--- src/design/assert_macros.svh ---
// ---------------------------------------------------------------------------
// assertion macros
// concurrent property checks that compile away in synthesis
// ---------------------------------------------------------------------------
`ifndef ASSERT_MACROS_SVH
`define ASSERT_MACROS_SVH

`ifndef SYNTHESIS

// property that must hold at every clock edge outside reset
`define ASSERT_HOLDS(lbl, clk, rst_n, prop, msg) \
  lbl: assert property (@(posedge clk) disable iff (!rst_n) (prop)) else $error(msg);

// expression that must never be true outside reset
`define ASSERT_NEVER(lbl, clk, rst_n, expr, msg) \
  lbl: assert property (@(posedge clk) disable iff (!rst_n) !(expr)) else $error(msg);

`else

`define ASSERT_HOLDS(lbl, clk, rst_n, prop, msg)
`define ASSERT_NEVER(lbl, clk, rst_n, expr, msg)

`endif

`endif

--- src/design/cfd_pkg.sv ---
// ---------------------------------------------------------------------------
// cfd_pkg
// shared types, constants and functions of the command frame deframer
// ---------------------------------------------------------------------------
package cfd_pkg;

  localparam logic [7:0] START_CODE_RST = 8'hAA;
  localparam logic [7:0] CRC_POLY       = 8'h07;
  localparam logic [5:0] FRAME_OVERHEAD = 6'd3;

  localparam logic [5:0] PLEN_NONE  = 6'd0;
  localparam logic [5:0] PLEN_SHORT = 6'd4;
  localparam logic [5:0] PLEN_MID   = 6'd20;
  localparam logic [5:0] PLEN_LONG  = 6'd32;

  typedef enum logic [2:0] {
    ST_HUNT,
    ST_TYPE,
    ST_BODY,
    ST_READ,
    ST_LOAD
  } cfd_state_t;

  // controller to datapath
  typedef struct packed {
    logic start_frame;
    logic take_type;
    logic take_body;
    logic emit_empty;
    logic emit_start;
    logic read_req;
    logic load_out;
  } cfd_cmd_t;

  // datapath to controller
  typedef struct packed {
    logic start_hit;
    logic too_long;
    logic crc_byte;
    logic crc_ok;
    logic no_payload;
    logic last_idx;
    logic out_busy;
    logic out_free;
  } cfd_stat_t;

  // one byte through crc-8, msb first, no reflection
  function automatic logic [7:0] crc8_byte(input logic [7:0] crc, input logic [7:0] b);
    logic [7:0] c;
    c = crc ^ b;
    for (int k = 0; k < 8; k++) begin
      c = c[7] ? ((c << 1) ^ CRC_POLY) : (c << 1);
    end
    return c;
  endfunction

  function automatic logic [5:0] payload_len_of(input logic [7:0] t);
    logic [5:0] n;
    if (t < 8'd16) n = PLEN_NONE;
    else if (t < 8'd32) n = PLEN_SHORT;
    else if (t < 8'd48) n = PLEN_MID;
    else if (t < 8'd64) n = PLEN_LONG;
    else if (t < 8'd68) n = PLEN_NONE;
    else if (t < 8'd70) n = PLEN_SHORT;
    else if (t < 8'd71) n = PLEN_MID;
    else if (t < 8'd72) n = PLEN_LONG;
    else n = PLEN_NONE;
    return n;
  endfunction

endpackage

--- src/design/cfd_ram.sv ---
// ---------------------------------------------------------------------------
// cfd_ram
// generic simple dual-port ram, one write and one registered read port
// ---------------------------------------------------------------------------
module cfd_ram #(
  parameter int WIDTH = 8,
  parameter int DEPTH = 40
) (
  input  logic                     clk,
  input  logic                     we,
  input  logic [$clog2(DEPTH)-1:0] waddr,
  input  logic [WIDTH-1:0]         wdata,
  input  logic                     re,
  input  logic [$clog2(DEPTH)-1:0] raddr,
  output logic [WIDTH-1:0]         rdata
);

  logic [WIDTH-1:0] mem [DEPTH];
  logic [WIDTH-1:0] rdata_r;

  always_ff @(posedge clk) begin
    if (we) begin
      mem[waddr] <= wdata;
    end
    if (re) begin
      rdata_r <= mem[raddr];
    end
  end

  assign rdata = rdata_r;

endmodule

--- src/design/cfd_dpath.sv ---
// ---------------------------------------------------------------------------
// cfd_dpath
// byte counters, running crc, payload store and result register
// ---------------------------------------------------------------------------
module cfd_dpath #(
  parameter int BUF_BYTES = 40
) (
  input  logic              clk,
  input  logic              rst_n,
  input  logic              cfg_valid,
  input  logic [7:0]        cfg_data,
  input  logic [7:0]        rx_byte,
  input  cfd_pkg::cfd_cmd_t cmd,
  output cfd_pkg::cfd_stat_t stat,
  input  logic              out_ready,
  output logic              out_valid,
  output logic [7:0]        out_frame_type,
  output logic              out_is_query,
  output logic              out_has_payload,
  output logic [4:0]        out_payload_index,
  output logic [7:0]        out_payload_byte,
  output logic [5:0]        out_payload_len,
  output logic              out_last
);
  import cfd_pkg::*;

  localparam int         AW      = $clog2(BUF_BYTES);
  localparam logic [6:0] BUF_LEN = 7'(BUF_BYTES);

  logic [7:0] start_code_r, start_code_nxt;
  logic [5:0] byte_count_r, byte_count_nxt;
  logic [5:0] exp_len_r, exp_len_nxt;
  logic [7:0] crc_r, crc_nxt;
  logic [7:0] type_r, type_nxt;
  logic [5:0] plen_r, plen_nxt;
  logic [4:0] idx_r, idx_nxt;
  logic       out_valid_r, out_valid_nxt;
  logic [7:0] out_type_r;
  logic [4:0] out_idx_r;
  logic [7:0] out_byte_r;
  logic [5:0] out_len_r;
  logic       out_has_r;
  logic       out_last_r;

  logic [5:0] type_plen;
  logic [6:0] flen;
  logic [6:0] cnt_inc;
  logic [5:0] rd_pos;
  logic       ram_we;
  logic [7:0] ram_rdata;

  assign type_plen = payload_len_of(rx_byte);
  assign flen      = 7'(type_plen) + 7'(FRAME_OVERHEAD);
  assign cnt_inc   = {1'b0, byte_count_r} + 7'd1;
  assign rd_pos    = {1'b0, idx_r} + 6'd2;

  assign stat.start_hit  = (rx_byte == start_code_r);
  assign stat.too_long   = (flen > BUF_LEN);
  assign stat.crc_byte   = (cnt_inc >= {1'b0, exp_len_r});
  assign stat.crc_ok     = (crc_r == rx_byte);
  assign stat.no_payload = (plen_r == PLEN_NONE);
  assign stat.last_idx   = (({1'b0, idx_r} + 6'd1) == plen_r);
  assign stat.out_busy   = out_valid_r;
  assign stat.out_free   = !out_valid_r || out_ready;

  // payload bytes only; the start and type bytes are never read back
  assign ram_we = cmd.take_body && !stat.crc_byte && ({1'b0, byte_count_r} < BUF_LEN);

  cfd_ram #(
    .WIDTH(8),
    .DEPTH(BUF_BYTES)
  ) u_store (
    .clk  (clk),
    .we   (ram_we),
    .waddr(AW'(byte_count_r)),
    .wdata(rx_byte),
    .re   (cmd.read_req),
    .raddr(AW'(rd_pos)),
    .rdata(ram_rdata)
  );

  always_comb begin
    start_code_nxt = cfg_valid ? cfg_data : start_code_r;
    byte_count_nxt = byte_count_r;
    exp_len_nxt    = exp_len_r;
    crc_nxt        = crc_r;
    type_nxt       = type_r;
    plen_nxt       = plen_r;
    idx_nxt        = idx_r;
    if (cmd.start_frame) begin
      byte_count_nxt = 6'd1;
      crc_nxt        = crc8_byte(8'h00, rx_byte);
    end
    if (cmd.take_type) begin
      byte_count_nxt = 6'd2;
      exp_len_nxt    = flen[5:0];
      crc_nxt        = crc8_byte(crc_r, rx_byte);
      type_nxt       = rx_byte;
      plen_nxt       = type_plen;
    end
    if (cmd.take_body) begin
      byte_count_nxt = cnt_inc[5:0];
      if (!stat.crc_byte) begin
        crc_nxt = crc8_byte(crc_r, rx_byte);
      end
    end
    if (cmd.emit_start) begin
      idx_nxt = 5'd0;
    end
    if (cmd.load_out) begin
      idx_nxt = idx_r + 5'd1;
    end
    out_valid_nxt = (out_valid_r && !out_ready) || cmd.emit_empty || cmd.load_out;
  end

  always_ff @(posedge clk) begin
    if (!rst_n) begin
      start_code_r <= START_CODE_RST;
      byte_count_r <= 6'd0;
      exp_len_r    <= 6'd0;
      crc_r        <= 8'h00;
      idx_r        <= 5'd0;
      out_valid_r  <= 1'b0;
    end else begin
      start_code_r <= start_code_nxt;
      byte_count_r <= byte_count_nxt;
      exp_len_r    <= exp_len_nxt;
      crc_r        <= crc_nxt;
      idx_r        <= idx_nxt;
      out_valid_r  <= out_valid_nxt;
    end
  end

  always_ff @(posedge clk) begin
    type_r <= type_nxt;
    plen_r <= plen_nxt;
    if (cmd.emit_empty) begin
      out_type_r <= type_r;
      out_has_r  <= 1'b0;
      out_idx_r  <= 5'd0;
      out_byte_r <= 8'h00;
      out_len_r  <= PLEN_NONE;
      out_last_r <= 1'b1;
    end else if (cmd.load_out) begin
      out_type_r <= type_r;
      out_has_r  <= 1'b1;
      out_idx_r  <= idx_r;
      out_byte_r <= ram_rdata;
      out_len_r  <= plen_r;
      out_last_r <= stat.last_idx;
    end
  end

  assign out_valid         = out_valid_r;
  assign out_frame_type    = out_type_r;
  assign out_is_query      = out_type_r[7];
  assign out_has_payload   = out_has_r;
  assign out_payload_index = out_idx_r;
  assign out_payload_byte  = out_byte_r;
  assign out_payload_len   = out_len_r;
  assign out_last          = out_last_r;

endmodule

--- src/design/cfd_ctrl.sv ---
// ---------------------------------------------------------------------------
// cfd_ctrl
// frame parser state machine: hunt, type, body and payload read-out
// ---------------------------------------------------------------------------
module cfd_ctrl (
  input  logic               clk,
  input  logic               rst_n,
  input  logic               in_valid,
  output logic               in_ready,
  input  cfd_pkg::cfd_stat_t stat,
  output cfd_pkg::cfd_cmd_t  cmd
);
  import cfd_pkg::*;

  cfd_state_t state_r, state_nxt;
  logic       accept;
  logic       good_end;

  assign accept   = in_valid && in_ready;
  assign good_end = (state_r == ST_BODY) && accept && stat.crc_byte && stat.crc_ok;

  // the crc byte may produce a result, so it waits until the output register is empty
  always_comb begin
    unique case (state_r)
      ST_HUNT, ST_TYPE: in_ready = 1'b1;
      ST_BODY:          in_ready = !(stat.crc_byte && stat.out_busy);
      default:          in_ready = 1'b0;
    endcase
  end

  always_comb begin
    state_nxt = state_r;
    unique case (state_r)
      ST_HUNT: begin
        if (accept && stat.start_hit) state_nxt = ST_TYPE;
      end
      ST_TYPE: begin
        if (accept) state_nxt = stat.too_long ? ST_HUNT : ST_BODY;
      end
      ST_BODY: begin
        if (accept && stat.crc_byte) begin
          state_nxt = (stat.crc_ok && !stat.no_payload) ? ST_READ : ST_HUNT;
        end
      end
      ST_READ: state_nxt = ST_LOAD;
      ST_LOAD: begin
        if (stat.out_free) state_nxt = stat.last_idx ? ST_HUNT : ST_READ;
      end
      default: state_nxt = ST_HUNT;
    endcase
  end

  always_comb begin
    cmd.start_frame = (state_r == ST_HUNT) && accept && stat.start_hit;
    cmd.take_type   = (state_r == ST_TYPE) && accept;
    cmd.take_body   = (state_r == ST_BODY) && accept;
    cmd.emit_empty  = good_end && stat.no_payload;
    cmd.emit_start  = good_end && !stat.no_payload;
    cmd.read_req    = (state_r == ST_READ);
    cmd.load_out    = (state_r == ST_LOAD) && stat.out_free;
  end

  always_ff @(posedge clk) begin
    if (!rst_n) begin
      state_r <= ST_HUNT;
    end else begin
      state_r <= state_nxt;
    end
  end

endmodule

--- src/design/crc8_command_frame_deframer.sv ---
// ---------------------------------------------------------------------------
// crc8_command_frame_deframer
// start-code framed command parser with crc-8 (poly 0x07) check
// ---------------------------------------------------------------------------
// results: a payload-free frame gives its result in the cycle after the crc byte;
//   a payload frame gives each result through a store read (ST_READ, registered
//   read) and an output load (ST_LOAD); input: 1 byte per cycle while parsing,
//   except that the crc byte waits for an empty output register; a good payload frame
//   emits one result per payload byte, with input held off until the last is loaded
// reset: synchronous active-low rst_n; hunting, start code 0xAA, no result
// ---------------------------------------------------------------------------
`include "assert_macros.svh"

module crc8_command_frame_deframer #(
  parameter int BUF_BYTES = 40
) (
  input  logic        clk,
  input  logic        rst_n,
  // config: start_code[7:0]
  input  logic        cfg_valid,
  output logic        cfg_ready,
  input  logic [7:0]  cfg_data,
  // rx_byte[7:0]
  input  logic        in_tvalid,
  output logic        in_tready,
  input  logic [7:0]  in_tdata,
  // frame_type[7:0], payload_index[12:8], payload_byte[20:13],
  // payload_len[26:21], zero[31:27]
  output logic        out_tvalid,
  input  logic        out_tready,
  output logic [31:0] out_tdata,
  // is_query[0], has_payload[1]
  output logic [1:0]  out_tuser,
  output logic        out_tlast
);
  import cfd_pkg::*;

  cfd_cmd_t   cmd;
  cfd_stat_t  stat;
  logic [7:0] frame_type;
  logic       is_query;
  logic       has_payload;
  logic [4:0] payload_index;
  logic [7:0] payload_byte;
  logic [5:0] payload_len;

  assign cfg_ready = 1'b1;

  cfd_ctrl u_ctrl (
    .clk     (clk),
    .rst_n   (rst_n),
    .in_valid(in_tvalid),
    .in_ready(in_tready),
    .stat    (stat),
    .cmd     (cmd)
  );

  cfd_dpath #(
    .BUF_BYTES(BUF_BYTES)
  ) u_dpath (
    .clk              (clk),
    .rst_n            (rst_n),
    .cfg_valid        (cfg_valid),
    .cfg_data         (cfg_data),
    .rx_byte          (in_tdata),
    .cmd              (cmd),
    .stat             (stat),
    .out_ready        (out_tready),
    .out_valid        (out_tvalid),
    .out_frame_type   (frame_type),
    .out_is_query     (is_query),
    .out_has_payload  (has_payload),
    .out_payload_index(payload_index),
    .out_payload_byte (payload_byte),
    .out_payload_len  (payload_len),
    .out_last         (out_tlast)
  );

  assign out_tdata = {5'd0, payload_len, payload_byte, payload_index, frame_type};
  assign out_tuser = {has_payload, is_query};

  `ASSERT_NEVER(a_empty_into_busy, clk, rst_n, cmd.emit_empty && out_tvalid, "result written over a waiting transaction")
  `ASSERT_HOLDS(a_load_needs_room, clk, rst_n, cmd.load_out |-> (!out_tvalid || out_tready), "payload result loaded while output stalled")
  `ASSERT_HOLDS(a_one_step, clk, rst_n, $onehot0({cmd.start_frame, cmd.take_type, cmd.take_body, cmd.read_req, cmd.load_out}), "more than one parser step in a cycle")
  `ASSERT_HOLDS(a_empty_is_last, clk, rst_n, (out_tvalid && !out_tuser[1]) |-> out_tlast, "payload-free result without last")

endmodule

--- config.mk ---
export PLATFORM = sky130hd
export DESIGN_NAME = crc8_command_frame_deframer
export DESIGN_NICKNAME = d
export VERILOG_FILES = /design/src/design/cfd_pkg.sv /design/src/design/cfd_ram.sv /design/src/design/cfd_dpath.sv /design/src/design/cfd_ctrl.sv /design/src/design/crc8_command_frame_deframer.sv
export VERILOG_INCLUDE_DIRS = /design/src /design/src/design
export SDC_FILE = /design/constraint.sdc
export NUM_CORES = 1
export LEC_CHECK = 0
export BUFFER_PORTS_ARGS = -buffer_cell sky130_fd_sc_hd__clkbuf_2
export CAP_MARGIN = 30
export CORE_UTILIZATION = 60
export CTS_BUF_LIST = sky130_fd_sc_hd__clkbuf_16
export CTS_CLUSTER_SIZE = 28
export DETAILED_ROUTE_END_ITERATION = 16
export PLACE_DENSITY = 0.85
export SYNTH_ARGS = -nofsm -noshare
export SYNTH_HDL_FRONTEND = slang
export SYNTH_SLANG_ARGS = --single-unit
--- constraint.sdc ---
create_clock -name clk -period 7 [get_ports clk]
set_input_delay 1.05 -clock clk [delete_from_list [all_inputs] [get_ports clk]]
set_output_delay 1.05 -clock clk [all_outputs]
set_load 0.03 [all_outputs]
After elaboration in Yosys (flattened, before gate mapping)
Memory sizes are Yosys's and may differ from the RTL's. A register that Yosys moved wholly into a read port is not among the register bits.
Cells that the tools add are included.

word-level totals
  output and inout bits = 38
  RAM bits = 320
  memories kept = 1
  bits of input ports = 21
  register bits = 80

cells by class
  reduce and logical (&&, ||, !) cells = 32
  order comparisons = 11
  bitwise operators = 17
  eq/ne operators = 11
  add/sub/neg operators = 5
  muxes and demuxes = 46

memories
  memory               words  width  read ports  clocked after Yosys merged registers in  wr ports  RTL line       source
  u_dpath.u_store.mem  40     8      1           1                                        1         cfd_ram.sv:18  logic [WIDTH-1:0] mem [DEPTH];

operators with widths
  operator                                                                          number
  6-bit two-way mux                                                                 11
  3-bit two-way mux                                                                 20
  8-bit two-way mux                                                                 6
  3-bit NOT                                                                         16
  8-bit by 7-bit < comparator with 1-bit output (second input constant)             5
  1-bit logical AND                                                                 17
  8-bit == test                                                                     2
  8-bit by 6-bit < comparator with 1-bit output (second input constant)             2
  3-bit case mux with 5 select lines                                                1
  5-bit two-way mux                                                                 2
  8-bit by 5-bit < comparator with 1-bit output (second input constant)             1
  8-bit bitwise XOR                                                                 1
  6-bit by 1-bit adder with 7-bit output (second input constant)                    1
  6-bit by 2-bit adder with 7-bit output (second input constant)                    1
  7-bit by 6-bit >= comparator with 1-bit output                                    1
  7-bit by 6-bit greater-than comparator with 1-bit output (second input constant)  1
  5-bit by 1-bit adder with 6-bit output (second input constant)                    1
  5-bit by 2-bit adder with 6-bit output (second input constant)                    1
  3-bit by 2-bit == test with 1-bit output (second input constant)                  2
  6-bit == test                                                                     1
  6-bit zero test                                                                   1
  6-bit < comparator (second input constant)                                        1
  2-bit two-way mux                                                                 3
  2-bit by 1-bit != test with 1-bit output (second input constant)                  3
  other kinds (13)                                                                  21

Longest topological paths before layout
Gate-level depths: netlist (run 1).

  depth after elaboration = 20
  gate-level depth with buffers = 12
  mapped depth without buffers = 10

Hierarchy
Synthesis (run 1) repeated with hierarchy kept, for this count alone.

unflattened totals
  cells, all modules = 1111
  area, all modules = 17095.1 µm²

by module, submodules not included
  module                       area an instance (µm²)  sequential area each (µm²)  cells each  instances
  cfd_ram                      13073.8                 9849.4                      696         1
  cfd_dpath                    3638.5                  1571.5                      365         1
  cfd_ctrl                     315.3                   60.1                        40          1
  crc8_command_frame_deframer  67.6                    0.0                         10          1

Worst setup path after synthesis (run 1)
Ideal clock, no wire load.

  path type = flip-flop to flip-flop
  start = register u_dpath.byte_count_r[0]
  end = memory u_dpath.u_store.mem[2][0] (enable)
  setup slack = 3.409 ns
  library setup time = 0.395 ns
  required time = 6.605 ns
  cell stages (with the launch flop) = 11
  arrival time = 3.197 ns
  buffers on the path = 0
  cell sequence = dfxtp_1 > ha_1 > nor2b_1 > or2_2 > ha_1 > a21oi_1 > o21ai_0 > a31o_2 > nor3_4 > nand4_1 > nor4_1

on the way
  longest elaborated chain between the ends = 11
  elaborated cells on any way between the ends = 13

RTL lines
  element                                         RTL line          source
  from (decl)                                     cfd_dpath.sv:31   logic [5:0] byte_count_r, byte_count_nxt;
  from (signal assigned)                          cfd_dpath.sv:126  byte_count_r <= byte_count_nxt;
  6-bit by 1-bit adder with 7-bit output          cfd_dpath.sv:54   assign cnt_inc = {1'b0, byte_count_r} + 7'd1;
  7-bit by 6-bit >= comparator with 1-bit output  cfd_dpath.sv:59   assign stat.crc_byte = (cnt_inc >= {1'b0, exp_len_r});
  1-bit logical AND                               cfd_ctrl.sv:26    ST_BODY: in_ready = !(stat.crc_byte && stat.out_busy);
  1-bit zero test                                 cfd_ctrl.sv:26
  1-bit case mux with 2 select lines              cfd_ctrl.sv:24    unique case (state_r)
  1-bit logical AND                               cfd_ctrl.sv:19    assign accept = in_valid && in_ready;
  1-bit logical AND                               cfd_ctrl.sv:56    cmd.take_body = (state_r == ST_BODY) && accept;
  1-bit logical AND (2 in a row)                  cfd_dpath.sv:67   assign ram_we = cmd.take_body && !stat.crc_byte && ({1'b0, byte_count_r} < BUF_LEN);
  1-bit two-way mux                               cfd_ram.sv:22     if (we) begin
  1-bit two-way mux (not written as such)         cfd_ram.sv:23     mem[waddr] <= wdata;
  to (decl)                                       cfd_ram.sv:18

Parallel ways exist; a longest one is shown, timed or not.

Final worst setup path (run 1)
  start = register u_dpath.byte_count_r[3]
  end = output port in_tready

on the way
  longest elaborated chain between the ends = 5

RTL lines
  element                                         RTL line                           source
  6-bit by 1-bit adder with 7-bit output          cfd_dpath.sv:54
  7-bit by 6-bit >= comparator with 1-bit output  cfd_dpath.sv:59
  1-bit logical AND                               cfd_ctrl.sv:26
  1-bit zero test                                 cfd_ctrl.sv:26
  1-bit case mux with 2 select lines              cfd_ctrl.sv:24
  to (decl)                                       crc8_command_frame_deframer.sv:25  output logic in_tready,

No other way between the ends.

==> results of run 1 <==
logic make-up after synthesis:
kind of cell               Yosys count  synth area share
AOI/OAI and AO/OA                  110            0.0415
xor gates and xnor gates            48            0.0261
adders and majority gates           19            0.0142
buffers and inverters               82            0.0275
DFF                                400             0.687
muxes                              115             0.142
other                                2          0.000449
and+or+nand+nor                    207            0.0612
metal layers:
metal / up-vias / routed length (µm) / track usage / part of all wire
met4: 0 / 1040 / 0.0909 / 0.029
met2: 483 / 18100 / 0.430 / 0.50
met3: 77 / 2780 / 0.0535 / 0.077
li1: 3941 / - / - / -
met5: - / 0 / 0 / 0
met1: 4611 / 14000 / 0.355 / 0.39
worst max-delay path by stage:
| stage | start | to | slack, ns |
|---|---|---|---|
| after floorplan | u_dpath.byte_count_r[0] | u_dpath.u_store.mem[2][0] | 3.41 |
| after global placement | in_tdata[7] | u_dpath.out_frame_type[0] | 2.62 |
| after detailed placement | in_tdata[7] | u_dpath.out_frame_type[0] | 2.70 |
| after CTS | u_dpath.byte_count_r[3] | in_tready | 2.66 |
| after global routing | u_dpath.byte_count_r[3] | u_dpath.u_store.mem[24][6] | 2.39 |
| final | u_dpath.byte_count_r[3] | in_tready | 2.64 |
cell type report:
class,instances,area (µm²),area share
Clock buffer,43,1080,0.0575
Clock inverter,32,372,0.0199
Tap cell,372,465,0.0249
Sequential cell,400,11500,0.614
Multi-Input combinational cell,508,4800,0.257
Inverter,15,56.3,0.00301
Timing Repair Buffer,75,455,0.0243
per-stage QoR:
stage          hold slack [ns]  instance area (µm²)  power (µW)
4_1_cts                  0.413                18700        5040
2_1_floorplan            0.400                16700        2700
6_report                 0.411                18700        5020
5_1_grt                  0.428                18700        5140
3_5_place_dp             0.405                17200        2750
3_3_place_gp             0.405                17200        2740
state kept, by name, indices dropped and copies added, names as in the netlist, 6 cells and up:
register,cells
u_dpath.out_payload_byte,8
u_dpath.out_frame_type,8
u_dpath.start_code_r,8
u_dpath.u_store.rdata,8
u_dpath.crc_r,8
u_dpath.byte_count_r,6
u_dpath.type_r,8
u_dpath.u_store.mem,320
critical path, cell delays in order (launching register included):
cell	delay, ns
dfxtp_1	0.56
nand2_1	0.26
nor2_1	0.19
xor2_1	0.22
ha_1	0.33
a21oi_1	0.14
o21ai_1	0.11
a31oi_2	0.23
a21boi_2	0.17
o21a_1	0.20
nor2_1	0.13
clkbuf_2	0.23
synthesized netlist by cell type, types with 10 or more instances:
library cell	instances	area [µm²]
ha_1	19	238
mux4_2	93	2090
clkbuf_1	24	90.1
nor3_1	15	75.1
edfxtp_1	347	10400
a21oi_1	47	235
nand3_1	14	70.1
buf_4	15	113
a211oi_1	10	75.1
xor2_1	22	193
xnor2_1	24	210
nand2_1	66	248
mux2i_1	11	110
buf_2	15	75.1
inv_1	14	52.6
dfxtp_1	53	1060
nor2_1	56	210
power by group through the flow:
stage	combinational [µW]	sequential [µW]	clock (µW)
2_1_floorplan	59.4	2640	0
3_3_place_gp	101	2640	0
3_5_place_dp	105	2640	0
4_1_cts	106	2590	2340
5_1_grt	117	2590	2440
6_report	108	2590	2330
==> impl_metrics.py, run 1 <==
metrics = {
    "timing": {
        "max_clock_freq_ghz": 0.229,
        "timing_worst_slew_pin_value_ns": 0.986,
        "setup_viol_count_final": 0,
        "final_min_period_over_clock_period": 0.622,
        "grt_setup_unrepaired": "false",
        "worst_clock_skew_ns": 0.0211,
        "drv_slew": 0,
        "period_needed_ns": 4.36,
        "timing.final.hold_violations": 0,
        "final.setup.tns_ns": 0,
        "final.setup.worst_slack_ns": 2.64,
        "slew_headroom": 0.342,
    },
    "synthesis": {
        "synth-warning-count": 0,
        "dominantRegCellSynth": "edfxtp_1",
        "post_synth_edffs": 347,
        "syn-cell-area_um2": 16700,
        "synthCells": 983,
        "synth.yosys.seq_area_share": 0.687,
        "synthDistinctLibCells": 67,
        "asyncSetResetFlopFracSynth": 0,
        "flops_latches_synth": 400,
        "syn-mean-instance-area_um2": 17.0,
    },
    "placement": {
        "portBuffers": 49,
        "dp_hpwl_um": 21200,
        "detailedPlace.worstSlack_ns": 2.70,
        "placedCellCount": 1369,
        "gp_routability_congestion": 0.872,
    },
    "layout": {
        "fin_util": 0.691,
        "design.final.nets": 1081,
        "most_common_cell_after_layout_fill_and_taps_aside": "edfxtp_1",
        "layout_common_cells": "edfxtp_1, mux4_2, nand2_1",
        "drive_above_1_share": 0.240,
        "layout.filler_cells": 1651,
        "area.growth.synth_to_final_pct": 12.0,
        "final-instance-count-excl-fill": 1445,
        "antennaDiodeCount": 0,
    },
    "clock_tree": {
        "post_cts_hold_buffer_count": 0,
        "clkSlewWorstSetupHoldPaths_ns": 0.06,
        "cts_tree": "yes",
        "post_cts_resized": 0,
        "cts_num_sinks": 400,
        "post-cts-setup-buffers": 0,
        "clock_tree.htree_level_count": 2,
        "clk_latency_ns": 0.54,
        "cts_buffer_depth": 3,
        "clock_buffers_created_by_tritoncts": 41,
        "clockRootBuffer": "clkbuf_16",
    },
    "global_route": {
        "first_pass_grt_wire_length_um": 54900,
        "global_route.usage.total": 0.263,
        "grt_max_degree": 59,
        "grt_overflow": 0,
        "first_global_vias": 9057,
        "grt_antenna_before_repair": 0,
    },
    "hold_path": {
        "min_from": "u_dpath.type_r[0]",
        "cell_depth_of_the_worst_hold_path": 0,
        "hold-path-endpoint": "u_dpath.out_frame_type[0]",
        "min-delay-path-class": "reg2reg",
    },
    "pwr": {
        "netSwitchingFraction": 0.197,
        "power_per_cell_area_nw_per_um2": 268,
        "sequential_power_share": 0.516,
        "clock_power_share": 0.463,
        "worst_ir_drop_vdd_mv": 0.245,
        "p_comb_frac": 0.021,
        "power_internal_uw": 4030,
        "p_switching_uw": 989,
        "static_leakage_uw": 0.00612,
    },
    "run": {
        "max_cap_viols": 0,
    },
    "worst_setup_path": {
        "worst_ep_arrival_time_ns": 3.31,
        "category_of_the_worst_setup_path_launch_point": "register",
        "critical_setup_path_kind": "reg2out",
        "critPathRequiredTime_ns": 5.95,
        "cp-end-kind": "output port",
        "reg_to_reg_startpoint": "u_dpath.byte_count_r[3]",
        "r2r-end": "u_dpath.u_store.mem[28][4]",
        "ff2ff_setup_slack_ns": 2.67,
        "r2r_cells": 10,
        "timing.critical_path.fanout_max": 12,
    },
    "floorplan": {
        "core.rowCount": 60,
        "start_util": 0.617,
        "floorplan.die.width_um": 169,
        "core_footprint_um2": 27100,
        "die_area_um2": 28500,
        "boundaryPins": 59,
        "die_h_um": 169,
    },
    "status": {
        "status": "complete, no violations",
    },
    "route": {
        "num_vias": 9112,
        "route.final.wire_length_um": 35900,
        "post_dr_vias_cell": 6.31,
        "drcViolationCount": 0,
        "drt-wirelength-per-cell_um": 24.8,
        "route.antenna.remaining_nets": 0,
        "drt_iter0_markers": 927,
        "detail_route.first_pass.iterations": 7,
    },
}
Power figures use the tool's default switching activity.
==> run 2, diff against run 1 <==
- CORE_UTILIZATION: 60 -> 56
- PLACE_DENSITY: 0.85 -> 0.83
- clock period: 7 -> 3.6 ns (I/O delays scaled with it)
==> impl_metrics.py, run 2 (synthesis gave the netlist of run 1 again) <==
metrics = {
    "route": {
        "post_dr_vias_cell": 6.31,
        "drcViolationCount": 0,
        "drt_iter0_markers": 1228,
        "detail_route.first_pass.iterations": 5,
        "drt-wirelength-per-cell_um": 25.9,
        "num_vias": 9490,
        "route.final.wire_length_um": 38900,
        "route.antenna.remaining_nets": 0,
    },
    "timing": {
        "max_clock_freq_ghz": 0.295,
        "timing.final.hold_violations": 0,
        "drv_slew": 0,
        "worst_clock_skew_ns": 0.0159,
        "timing_worst_slew_pin_value_ns": 0.887,
        "setup_viol_count_final": 0,
        "final_min_period_over_clock_period": 0.943,
        "grt_setup_unrepaired": "false",
        "slew_headroom": 0.408,
        "final.setup.tns_ns": 0,
        "period_needed_ns": 3.39,
    },
    "layout": {
        "antennaDiodeCount": 0,
        "drive_above_1_share": 0.259,
        "registers.top_by_ff_count": "u_dpath.u_store.mem",
        "largest_register_ffs": 320,
        "area.growth.synth_to_final_pct": 13.3,
        "layout_common_cells": "edfxtp_1, mux4_2, buf_4",
        "design.final.nets": 1129,
        "most_common_cell_after_layout_fill_and_taps_aside": "edfxtp_1",
        "fin_util": 0.652,
    },
    "pwr": {
        "power_per_cell_area_nw_per_um2": 487,
        "worst_ir_drop_vdd_mv": 0.518,
        "static_leakage_uw": 0.00631,
    },
    "global_route": {
        "grt_antenna_before_repair": 1,
        "first_global_vias": 9372,
        "grt_max_degree": 87,
        "first_pass_grt_wire_length_um": 58400,
        "global_route.usage.total": 0.260,
        "grt_overflow": 0,
    },
    "floorplan": {
        "start_util": 0.576,
        "core.rowCount": 62,
        "core_footprint_um2": 29000,
        "floorplan.die.width_um": 175,
        "boundaryPins": 59,
        "die_h_um": 175,
        "die_area_um2": 30500,
    },
    "worst_setup_path": {
        "cp.buffers_inverters": 1,
        "r2r-end": "u_dpath.u_store.mem[18][7]",
        "timing.critical_path.fanout_max": 4,
        "r2r_cells": 11,
        "worst_ep_arrival_time_ns": 2.85,
        "critical-path-top-delay-family": "compound AO/OA/AOI/OAI gates",
        "critPathMostFrequentCell": "ha_1",
        "crit_path_end": "in_tready",
        "cp-end-kind": "output port",
        "critPathRequiredTime_ns": 3.06,
        "crit_chain": "ha_1 > nor2b_1 > or2_2 > ha_1 > a21oi_1 > o21ai_1 > a31oi_2 > a21boi_4 > o21a_1 > nor2_1 > clkbuf_4",
        "ff2ff_setup_slack_ns": 0.25,
        "critical_path.max_stage_delay_ns": 0.32,
        "critical_setup_path_kind": "reg2out",
        "crit_path_slowest_cell": "dfxtp_1",
        "reg_to_reg_startpoint": "u_dpath.byte_count_r[0]",
        "critical_path_cell_count": 11,
        "setup.worst_path.start": "u_dpath.byte_count_r[0]",
        "category_of_the_worst_setup_path_launch_point": "register",
    },
    "clock_tree": {
        "clock_tree.htree_level_count": 2,
        "cts_buffer_depth": 3,
        "clockRootBuffer": "clkbuf_16",
        "cts_num_sinks": 400,
        "clkSlewWorstSetupHoldPaths_ns": 0.06,
        "clock_buffers_created_by_tritoncts": 40,
        "post_cts_hold_buffer_count": 0,
        "cts_tree": "yes",
        "clk_latency_ns": 0.53,
    },
    "placement": {
        "gp_routability_congestion": 0.887,
        "portBuffers": 49,
        "dp_hpwl_um": 24200,
    },
    "hold_path": {
        "min-delay-path-class": "in2reg",
    },
    "run": {
        "max_cap_viols": 0,
    },
    "status": {
        "status": "complete, no violations",
    },
}
run 2: per-layer routing:
| layer | up-vias | GRT usage | part of all wire |
|---|---|---|---|
| li1 | 4033 | - | - |
| met1 | 4835 | 0.365 | 0.40 |
| met2 | 536 | 0.420 | 0.49 |
| met3 | 86 | 0.0363 | 0.081 |
| met4 | 0 | 0.0917 | 0.034 |
| met5 | - | 0 | 0 |
run 2: worst min-delay path by stage:
stage	from	endpoint	slack, ns	cells past startpoint
after floorplan	u_dpath.type_r[0]	u_dpath.out_frame_type[0]	0.40	0
after global placement	u_dpath.type_r[5]	u_dpath.out_frame_type[5]	0.40	0
after detailed placement	u_dpath.type_r[7]	u_dpath.out_frame_type[7]	0.41	0
after CTS	cfg_data[5]	u_dpath.start_code_r[5]	0.23	3
after global routing	cfg_data[5]	u_dpath.start_code_r[5]	0.24	3
final	cfg_data[5]	u_dpath.start_code_r[5]	0.24	3
run 2: final cells by class:
type,instances,area (µm²)
sequential,400,11500
clock inverter,30,206
timing repair buffer,124,836
fill,1934,10100
tap,384,480
inverter,15,56.3
multi-input combinational,508,4810
clock buffer,42,1050
run 2: worst min-delay path, cell delays in order:
cell and delay (ns):
clkbuf_2 0.08, mux2i_1 0.05, nand2_1 0.06
run 2: timing repair:
action	in CTS	in global routing
resized for setup	1	3
pin swaps	1	4
setup endpoints to repair	1	1
buffers inserted	0	3
run 2: power breakdown:
part / leakage (µW) / internal, µW / switching, µW / total, µW
clock: 0.000672 / 2310 / 1640 / 3950
combinational: 0.00210 / 62.6 / 163 / 225
sequential: 0.00354 / 5030 / 4.34 / 5040
run 2: through the flow:
stage	total power, µW	setup slack [ns]	instance area, µm²	hold WS, ns	instances
2_1_floorplan	5250	0.00854	16700	0.400	990
3_3_place_gp	5350	0.378	17600	0.401	1428
3_5_place_dp	5360	0.259	17600	0.412	1428
4_1_cts	9250	0.00579	18900	0.227	1500
5_1_grt	9420	0.105	18900	0.244	1503
6_report	9210	0.206	18900	0.237	1503
